`src/hw/rtl/crr_pkg.sv`:
```
// crr_pkg: shared sizes, command codes, item and range-entry types for the
// chained range remap block. no dependencies; used by all rtl but crr_ram.
package crr_pkg;

   // chain and table sizes
   localparam int STAGES  = 7;
   localparam int ENTRIES = 128;
   localparam int DEPTH   = STAGES * ENTRIES;

   // derived widths
   localparam int STAGE_W = (STAGES > 1) ? $clog2(STAGES) : 1;
   localparam int ACT_W   = $clog2(STAGES + 1);
   localparam int ENTRY_W = (ENTRIES > 1) ? $clog2(ENTRIES) : 1;
   localparam int FILL_W  = $clog2(ENTRIES + 1);
   localparam int ADDR_W  = (DEPTH > 1) ? $clog2(DEPTH) : 1;

   // fixed field widths
   localparam int FUNC_W = 2;
   localparam int SEL_W  = 3;
   localparam int DATA_W = 64;
   localparam int USE_W  = 3;

   // stages applied after reset
   localparam logic [USE_W-1:0] USE_RESET = 3'd7;

   // function codes on the request channel
   localparam logic [FUNC_W-1:0] FUNC_APPEND = 2'd0;
   localparam logic [FUNC_W-1:0] FUNC_QUERY  = 2'd1;
   localparam logic [FUNC_W-1:0] FUNC_CLEAR  = 2'd2;

   // decoded command handed from front to back
   typedef enum logic [1:0] {
      CMD_APPEND,
      CMD_QUERY,
      CMD_CLEAR
   } cmd_type;

   // back end sequencer states
   typedef enum logic [1:0] {
      ST_IDLE,
      ST_WALK,
      ST_EMIT
   } back_state_type;

   // one queued command: for an append a = offset, b = source, c = length;
   // for a query b carries the value
   typedef struct packed {
      cmd_type                cmd;
      logic [STAGE_W-1:0]     stage;
      logic [DATA_W-1:0]      a;
      logic [DATA_W-1:0]      b;
      logic [DATA_W-1:0]      c;
   } item_type;

   // one stored range: offset (dst - src), source base and length
   typedef struct packed {
      logic [DATA_W-1:0] off;
      logic [DATA_W-1:0] src;
      logic [DATA_W-1:0] len;
   } entry_type;

   // flat table address of entry i in stage s
   function automatic logic [ADDR_W-1:0] entry_addr(input logic [STAGE_W-1:0] s,
                                                     input logic [ENTRY_W-1:0] i);
      return ADDR_W'(ADDR_W'(s) * ADDR_W'(ENTRIES)) + ADDR_W'(i);
   endfunction

endpackage

```
`src/hw/rtl/crr_front.sv`:
```
// crr_front: accepts request beats, decodes and filters them, and holds
// them in a short command queue for the back end. uses crr_pkg.
module crr_front (
   input  logic                          clock,
   input  logic                          reset,
   input  logic                          req_push,
   output logic                          req_full,
   input  logic [crr_pkg::FUNC_W-1:0]    req_func,
   input  logic [crr_pkg::SEL_W-1:0]     req_stage_sel,
   input  logic [crr_pkg::DATA_W-1:0]    req_dst_base,
   input  logic [crr_pkg::DATA_W-1:0]    req_src_base,
   input  logic [crr_pkg::DATA_W-1:0]    req_span_len,
   input  logic [crr_pkg::DATA_W-1:0]    req_query_value,
   output crr_pkg::item_type             head,
   output logic                          head_valid,
   input  logic                          head_take
);
   import crr_pkg::*;

   localparam int QDEPTH = 2;
   localparam int QPTR_W = (QDEPTH > 1) ? $clog2(QDEPTH) : 1;
   localparam int QCNT_W = $clog2(QDEPTH + 1);

   item_type            q_ff [QDEPTH];
   logic [QPTR_W-1:0]   wr_ptr_ff, wr_ptr_in;
   logic [QPTR_W-1:0]   rd_ptr_ff, rd_ptr_in;
   logic [QCNT_W-1:0]   count_ff, count_in;
   logic                accept;
   logic                keep;
   logic                do_wr;
   logic                do_rd;
   item_type            dec;

   assign req_full   = (count_ff == QCNT_W'(QDEPTH));
   assign head_valid = (count_ff != '0);
   assign head       = q_ff[rd_ptr_ff];
   assign accept     = req_push && !req_full;

   // decode the beat; unused codes and appends to missing stages are dropped
   always_comb begin
      dec       = '0;
      keep      = 1'b0;
      case (req_func)
         FUNC_APPEND: begin
            dec.cmd   = CMD_APPEND;
            dec.stage = STAGE_W'(req_stage_sel);
            dec.a     = req_dst_base - req_src_base;
            dec.b     = req_src_base;
            dec.c     = req_span_len;
            keep      = (32'(req_stage_sel) < STAGES);
         end
         FUNC_QUERY: begin
            dec.cmd = CMD_QUERY;
            dec.b   = req_query_value;
            keep    = 1'b1;
         end
         FUNC_CLEAR: begin
            dec.cmd = CMD_CLEAR;
            keep    = 1'b1;
         end
         default: begin
            keep = 1'b0;
         end
      endcase
   end

   // queue pointer and count update
   always_comb begin
      do_wr     = accept && keep;
      do_rd     = head_take && head_valid;
      wr_ptr_in = wr_ptr_ff;
      rd_ptr_in = rd_ptr_ff;
      count_in  = count_ff;
      if (do_wr) begin
         wr_ptr_in = (wr_ptr_ff == QPTR_W'(QDEPTH - 1)) ? '0 : wr_ptr_ff + 1'b1;
      end
      if (do_rd) begin
         rd_ptr_in = (rd_ptr_ff == QPTR_W'(QDEPTH - 1)) ? '0 : rd_ptr_ff + 1'b1;
      end
      if (do_wr && !do_rd) begin
         count_in = count_ff + 1'b1;
      end else if (!do_wr && do_rd) begin
         count_in = count_ff - 1'b1;
      end
   end

   // control registers
   always_ff @(posedge clock) begin
      if (reset) begin
         wr_ptr_ff <= '0;
         rd_ptr_ff <= '0;
         count_ff  <= '0;
      end else begin
         wr_ptr_ff <= wr_ptr_in;
         rd_ptr_ff <= rd_ptr_in;
         count_ff  <= count_in;
      end
   end

   // queue storage
   always_ff @(posedge clock) begin
      if (do_wr) begin
         q_ff[wr_ptr_ff] <= dec;
      end
   end
endmodule

```
`config.mk`:
```
export PLATFORM = sky130hd
export DESIGN_NAME = crr_front
export DESIGN_NICKNAME = d
export VERILOG_FILES = /design/src/hw/rtl/crr_pkg.sv /design/src/hw/rtl/crr_front.sv
export SDC_FILE = /design/constraint.sdc
export NUM_CORES = 1
export LEC_CHECK = 0
export ABC_AREA = 1
export BUFFER_PORTS_ARGS = -buffer_cell sky130_fd_sc_hd__buf_2
export CAP_MARGIN = 0
export CORE_MARGIN = 2
export CORE_UTILIZATION = 40
export DETAILED_ROUTE_END_ITERATION = 10
export PLACE_DENSITY = 0.62
export SYNTH_ARGS = -nofsm -noshare
export SYNTH_HDL_FRONTEND = slang
export SYNTH_SLANG_ARGS = --single-unit
```
`constraint.sdc`:
```
create_clock -name clock -period 13.9 [get_ports clock]
set_input_delay 1.39 -clock clock [delete_from_list [all_inputs] [get_ports clock]]
set_output_delay 1.39 -clock clock [all_outputs]
set_load 0.05 [all_outputs]
```
==> results of run 1 <==
## cell type report
type | count | area share [%]
Antenna cell | 8 | 0.07528
Clock buffer | 53 | 4.347
Timing Repair Buffer | 475 | 9.052
Tap cell | 696 | 3.275
Clock inverter | 28 | 1.233
Inverter | 460 | 6.493
Multi-Input combinational cell | 1429 | 30.64
Sequential cell | 399 | 44.88
## state kept, by name, indices dropped and copies added, names as in the netlist, named ones only
signal	count
count_ff	2
q_ff	394
rd_ptr_ff	1
wr_ptr_ff	1
## per-stage QoR
step                std cells  power, mW  setup slack (ps)
global route             3546      4.023              8927
floorplan                2338      2.394              3016
global placement         3459      2.683              8693
CTS                      3540      3.898              9043
finish                   3548      3.866              9117
detailed placement       3459      2.692              8688
## cell usage after synthesis (all sizes together)
library cell	n	area share [%]
xor2	2	0.080
fa	1	0.091
clkbuf	25	0.43
a22o	2	0.080
nor2	142	2.6
nor3	13	0.32
o21bai	6	0.20
and3	6	0.17
o21ai	93	2.1
xnor2	1	0.040
nand3b	5	0.28
or2	1	0.028
ha	69	3.9
buf	25	0.58
inv	460	7.9
nand2	717	12
o21a	1	0.034
edfxtp	394	54
a21oi	98	2.2
nor3b	2	0.068
nand3	59	1.6
dfxtp	5	0.46
mux2	197	10
nor4	4	0.11
nand4	7	0.20
and2	3	0.085
## layer usage
layer	global-route usage, %	vias up	part of all wire (%)	wire length, um
met5	0	-	0.036	24
met4	8.428	4	3.3	2227
met3	4.338	112	6.6	4479
met2	38.08	618	46	31140
met1	30.67	8183	44	29530
li1	-	8529	-	-
## kinds of logic (layout without fill, tap and decap cells)
group / Yosys count / after routing / synth area share, %
AOI/OAI and AO/OA: 200 / 200 / 4.683
xor gates and xnor gates: 3 / 3 / 0.1195
adders and majority gates: 70 / 70 / 4.017
buffers and inverters: 510 / 1016 / 8.860
DFF: 399 / 399 / 54.26
muxes: 197 / 197 / 10.09
other: 0 / 8 / 0
and+or+nand+nor: 959 / 959 / 17.97
## placed cells by master (no fill, tap or decap), types with 4 or more instances in the layout
master,Yosys,layout
a21oi_1,97,97
and3_1,6,6
buf_2,24,463
buf_4,1,12
bufinv_16,0,5
clkbuf_1,25,8
clkbuf_16,0,45
clkinv_1,0,9
clkinv_2,0,4
dfxtp_1,5,4
diode_2,0,8
edfxtp_1,394,394
ha_1,69,67
inv_1,460,459
mux2_2,197,197
nand2_1,695,695
nand2_2,22,22
nand3_1,48,48
nand3_2,11,11
nand4_1,7,7
nor2_1,129,127
nor2_2,11,11
nor2_4,2,4
nor3_1,12,12
nor4_1,4,4
o21ai_0,93,93
o21bai_1,6,6
## how the worst max path moves through the flow
stage	slack [ps]	end	depth (start not counted)	from
floorplan	3020	q_ff[1][0]	7	req_func[0]
global placement	8690	q_ff[1][84]	9	req_func[1]
detailed placement	8690	q_ff[1][84]	9	req_func[1]
CTS	9040	head[103]	4	flip-flop
global route	8930	head[103]	4	flip-flop
finish	9120	head[103]	4	flip-flop
## critical path: stages, from the launching register on
cell and delay, ps:
dfxtp_4 640, buf_4 730, buf_4 680, mux2_2 440, buf_2 220
## power breakdown
part	total (mW)	switching, mW	internal (mW)
registers	1.45	0.0264	1.43
logic	1.21	0.883	0.331
clock network	1.20	0.504	0.696
==> results.ini, run 1 <==
[outcome]
status = completed

[clocking]
cts_tree = done
clk_latency_ps = 600
post_cts_buffers = 0
cts_root_buf = clkbuf_16
htreeDepth = 2
cts_buffers = 45
clockBufferDepth = 3
cts-resized-gates = 0
cts_hold_buf = 0
path_clk_slew_ps = 60
clock-sinks = 399

[global_routing]
grt_pass1_vias = 17568
grt_max_degree = 71
antenna_found_initial = 10
grt_overflow_total = 0
grt_pass1_wl_um = 99550
gr-usage-all-layers_pct = 23.19

[logic_synthesis]
ys_seq_area_share_pct = 54.26
yosysWarnings = 0
yosysUniqueCellTypes = 34
syn_nets = 2673
synth.avg_cell_area_um2 = 9.405
synth-seq-cells = 399
synthCells = 2338
synth_area_um2 = 21990

[place]
dp_hpwl_um = 51080
place_area_um2 = 25090
place_congestion = 0.9668
io_buffer_count = 463

[cells_and_area]
multiInputGateArea_um2 = 8149
final_util_pct = 49.13
fin_area_um2 = 26590
nFillCells = 5154
finalNetCount = 3145
drive_above_1_share_pct = 27.88
regArea_um2 = 11940
area_delta_synth_final_pct = 20.94

[pwr]
peakVddDrop_v = 0.00008410
p_per_area_nw_per_um2 = 145.4
p_leak_nw = 12.75

[worst_hold_path]
hold_path_depth = 2
hold_class = reg2reg
hp-start = rd_ptr_ff

[timing]
finalClockSkew_ps = 21.49
rsz0062_at_grt = no
fin_hold_ws_ps = 482.6
finalCritPeriodShare_pct = 34.41
slew_viol_final = 0
slew_headroom_pct = 30.07
clock.fmax_mhz = 209.1
tightest_slew_ps = 1049
hold_viol_final = 0
setup_viol = 0
finalSetupTns_ps = 0
fin_crit_ps = 4783

[floorplan]
die_y_um = 238.5
rows = 85
core-area_um2 = 54130
io_pins = 464
die_w_um = 238.5
dieArea_um2 = 56860
start_util_pct = 40.62

[setup_path]
cp-start-kind = flip-flop
r2r_end = q_ff[1][86]
reg2regPathDepth = 7
worstPathArrival_ps = 3390
crit_fanout = 50
crit_type = reg2out
reg2reg_setup_slack_ps = 10330
worst_setup_path_end_kind = output port
r2r-start = count_ff[1]
crit_required_ps = 12510

[route]
vias_per_cell = 4.917
first_pass_iters = 5
drtAntennaViolNets = 0
via_count = 17446
drtIter0Drc = 1123
drt_wl_total_um = 67410
drc = 0
wl_per_cell_um = 19.00

[job]
drv_cap = 0

No activity file was read; power rests on OpenSTA's default activity.
==> run 2, diff against run 1 <==
--- a/config.mk
+++ b/config.mk
@@ -5,13 +5,13 @@
 export SDC_FILE = /design/constraint.sdc
 export NUM_CORES = 1
 export LEC_CHECK = 0
-export ABC_AREA = 1
+export ABC_AREA = 0
 export BUFFER_PORTS_ARGS = -buffer_cell sky130_fd_sc_hd__buf_2
 export CAP_MARGIN = 0
 export CORE_MARGIN = 2
 export CORE_UTILIZATION = 40
 export DETAILED_ROUTE_END_ITERATION = 10
-export PLACE_DENSITY = 0.62
+export PLACE_DENSITY = 0.65
 export SYNTH_ARGS = -nofsm -noshare
 export SYNTH_HDL_FRONTEND = slang
 export SYNTH_SLANG_ARGS = --single-unit
==> constraint.sdc (replaced) <==
create_clock -name clock -period 4.2 [get_ports clock]
set_input_delay 0.42 -clock clock [delete_from_list [all_inputs] [get_ports clock]]
set_output_delay 0.42 -clock clock [all_outputs]
set_load 0.05 [all_outputs]
==> results.ini, run 2 <==
[route]
via_count = 14377  ; -18%
drtAntennaViolNets = 0  ; unchanged
wl_per_cell_um = 20.24  ; +6.5%
drc = 0  ; unchanged
drt_wl_total_um = 55870  ; -17%
drtIter0Drc = 736  ; -34%
first_pass_iters = 7  ; +2
vias_per_cell = 5.209  ; +5.9%

[logic_synthesis]
synth.avg_cell_area_um2 = 12.55  ; +33%
ys_seq_area_share_pct = 59.30  ; +5.0 points
synth-seq-cells = 399  ; unchanged
yosysWarnings = 0  ; unchanged
synth-simple-area-share_pct = 9.900  ; -8.1 points
ys.flop_type = edfxtp_1
synth_top_area_cell = edfxtp_1
syn_nets = 1938  ; -27%
yosys.cell_count.top_type = edfxtp_1
synth_fa_ha_area_share_pct = 4.391  ; +0.37 points
synthArstFlopShare_pct = 0  ; unchanged
yosys.area_share.xor_xnor_pct = 2.133  ; +2.0 points
synth_area_um2 = 20120  ; -8.5%
yosysUniqueCellTypes = 74  ; +120%
synth_top_family_by_area = multiplexers
synthTopCellsByCount = 394 x edfxtp_1, 197 x mux2_2, 138 x nand2_1
synth.top_cells.by_area = edfxtp_1 59%, mux2_2 11%, ha_1 4.3%, nand2_1 2.6%, o21ai_0 2.4%
synth_top_area_share_pct = 58.81  ; +5.0 points
synth.area.mux_share_pct = 11.32  ; +1.2 points
synth_edf_count = 394  ; unchanged
synth_compound_area_share_pct = 9.577  ; +4.9 points
synthCells = 1603  ; -31%

[timing]
finalCritPeriodShare_pct = 75.60
clock.fmax_mhz = 314.9
slew_viol_final = 0  ; unchanged
tightest_slew_ps = 986.2  ; -62.79 ps
fin_crit_ps = 3175
hold_viol_final = 0  ; unchanged
rsz0062_at_grt = no
setup_viol = 0  ; unchanged
finalClockSkew_ps = 15.88  ; -5.608 ps
fin_hold_ws_ps = 96.91  ; -385.7 ps
slew_headroom_pct = 34.25  ; +4.2 points

[cells_and_area]
drive_above_1_share_pct = 36.83  ; +8.9 points
area_delta_synth_final_pct = 22.60
final_common_cell = buf_2
largest_reg_flops = 394  ; unchanged
largest_register = q_ff
finalNetCount = 2383  ; -24%
stdcell_count = 2760  ; -22%
final_cell_mix = 463 x buf_2, 394 x edfxtp_1, 197 x mux2_2
final_util_pct = 49.47  ; +0.34 points
top_regs = q_ff: 394 flops, count_ff: 2 flops

[clocking]
cts_tree = done
clock-sinks = 399  ; unchanged
cts-resized-gates = 0  ; unchanged
cts_root_buf = clkbuf_16
clockBufferDepth = 3  ; unchanged
htreeDepth = 2  ; unchanged
cts_buffers = 44  ; -2.2%
post_cts_buffers = 0  ; unchanged
cts_hold_buf = 0  ; unchanged
clk_latency_ps = 570  ; -30 ps
path_clk_slew_ps = 60  ; about the same

[setup_path]
crit_required_ps = 4580  ; -7930 ps
worstPathArrival_ps = 3550  ; +160 ps
cp-start-kind = input port
worst_setup_path_end_kind = flip-flop
crit_fanout = 5  ; -90%
crit_type = in2reg

[job]
drv_cap = 0  ; unchanged

[pwr]
p_leak_nw = 9.844  ; -23%
peakVddDrop_v = 0.0004581  ; +440%
finalPower_mw = 14.08  ; +260%
p_per_area_nw_per_um2 = 570.7  ; +290%

[floorplan]
rows = 82  ; -3.5%
dieArea_um2 = 52110  ; -8.4%
die_y_um = 228.3  ; -4.3%
die_w_um = 228.3  ; -4.3%
io_pins = 464  ; unchanged
core-area_um2 = 49860  ; -7.9%
start_util_pct = 40.35  ; -0.27 points

[place]
dp_hpwl_um = 39290  ; -23%
io_buffer_count = 463  ; unchanged
dpl.cell_count = 2674  ; -23%
place_congestion = 0.8566  ; -11%

[global_routing]
grt_overflow_total = 0  ; unchanged
gr-usage-all-layers_pct = 21.06  ; -2.1 points
grt_max_degree = 120  ; +69%
antenna_found_initial = 9  ; -1
grt_pass1_vias = 14644  ; -17%
grt_pass1_wl_um = 85440  ; -14%

[worst_hold_path]
hold_class = in2reg

[outcome]
status = completed

==> run 2: cell count changes after synthesis, moves of 19 or more <==
cell      before  now
a21o_1         0   30
nand2_2       22    0
nor2_1       129   90
nand2_1      695  138
xor2_1         2   27
xnor2_1        1   22
nand3_1       48   12
nand4_1        7   26
clkbuf_1      25   72
buf_2         24    4
inv_1        460   94
and2_1         3   74
==> run 2: final timing paths <==
| path | end | from | depth (start not counted) | slack (ps) |
|---|---|---|---|---|
| worst max register to register | q_ff[0][12] | count_ff[0] | 4 | 1980 |
| worst min register to register | rd_ptr_ff | rd_ptr_ff | 2 | 500 |
| worst min-delay path | rd_ptr_ff | reset | 2 | 100 |
| worst max-delay path | q_ff[0][190] | req_dst_base[0] | 13 | 1020 |
==> run 2: stage by stage <==
stage / instance area (um2) / setup WS [ps] / TNS, ps
after CTS: 24650 / 1065 / 0
final: 24670 / 1025 / 0
after global routing: 24650 / 767.1 / 0
after global placement: 23240 / 566.5 / 0
after floorplan: 20190 / -380.1 / -74880
after detailed placement: 23240 / 475.1 / 0
==> run 2: cell type report <==
| type | count | area [um2] |
|---|---|---|
| clock inverter | 25 | 254.0 |
| timing repair buffer | 479 | 2512 |
| fill | 4508 | 25200 |
| multi-input combinational | 1029 | 7571 |
| antenna | 8 | 20.02 |
| inverter | 95 | 376.6 |
| clock buffer | 53 | 1156 |
| sequential | 399 | 11940 |
| tap | 672 | 840.8 |
==> run 2: logic make-up after synthesis <==
group	count (synthesis)
simple gates	407
flops	399
compound gates	300
mux	203
buf+inv	175
fa+ha+maj	70
xor+xnor	49
==> run 2: critical path: stages <==
cell,delay [ps]
buf_2,70
inv_1,50
ha_1,200
fa_1,390
and2b_1,260
o2111ai_1,170
a211o_1,360
o21ai_4,290
a31oi_2,200
o311ai_4,460
and3_4,300
o21ai_1,90
a221oi_2,280
==> run 2: metal layers <==
layer  wire length, um  vias to the layer above  share of wire [%]  global-route usage [%]
met5                18                        -              0.032                       0
met4              1094                        4                2.0                   5.801
met1             23780                     6996                 43                   27.40
met2             26860                      516                 48                   35.14
met3              4119                       80                7.4                   5.113
li1                  -                     6781                  -                       -
==> run 2: report_power, final <==
part,leakage (nW),internal (mW),switching [mW]
combinational,5.43,1.52,3.84
clock,0.685,2.26,1.56
sequential,3.73,4.82,0.0837
total,9.84,8.60,5.48
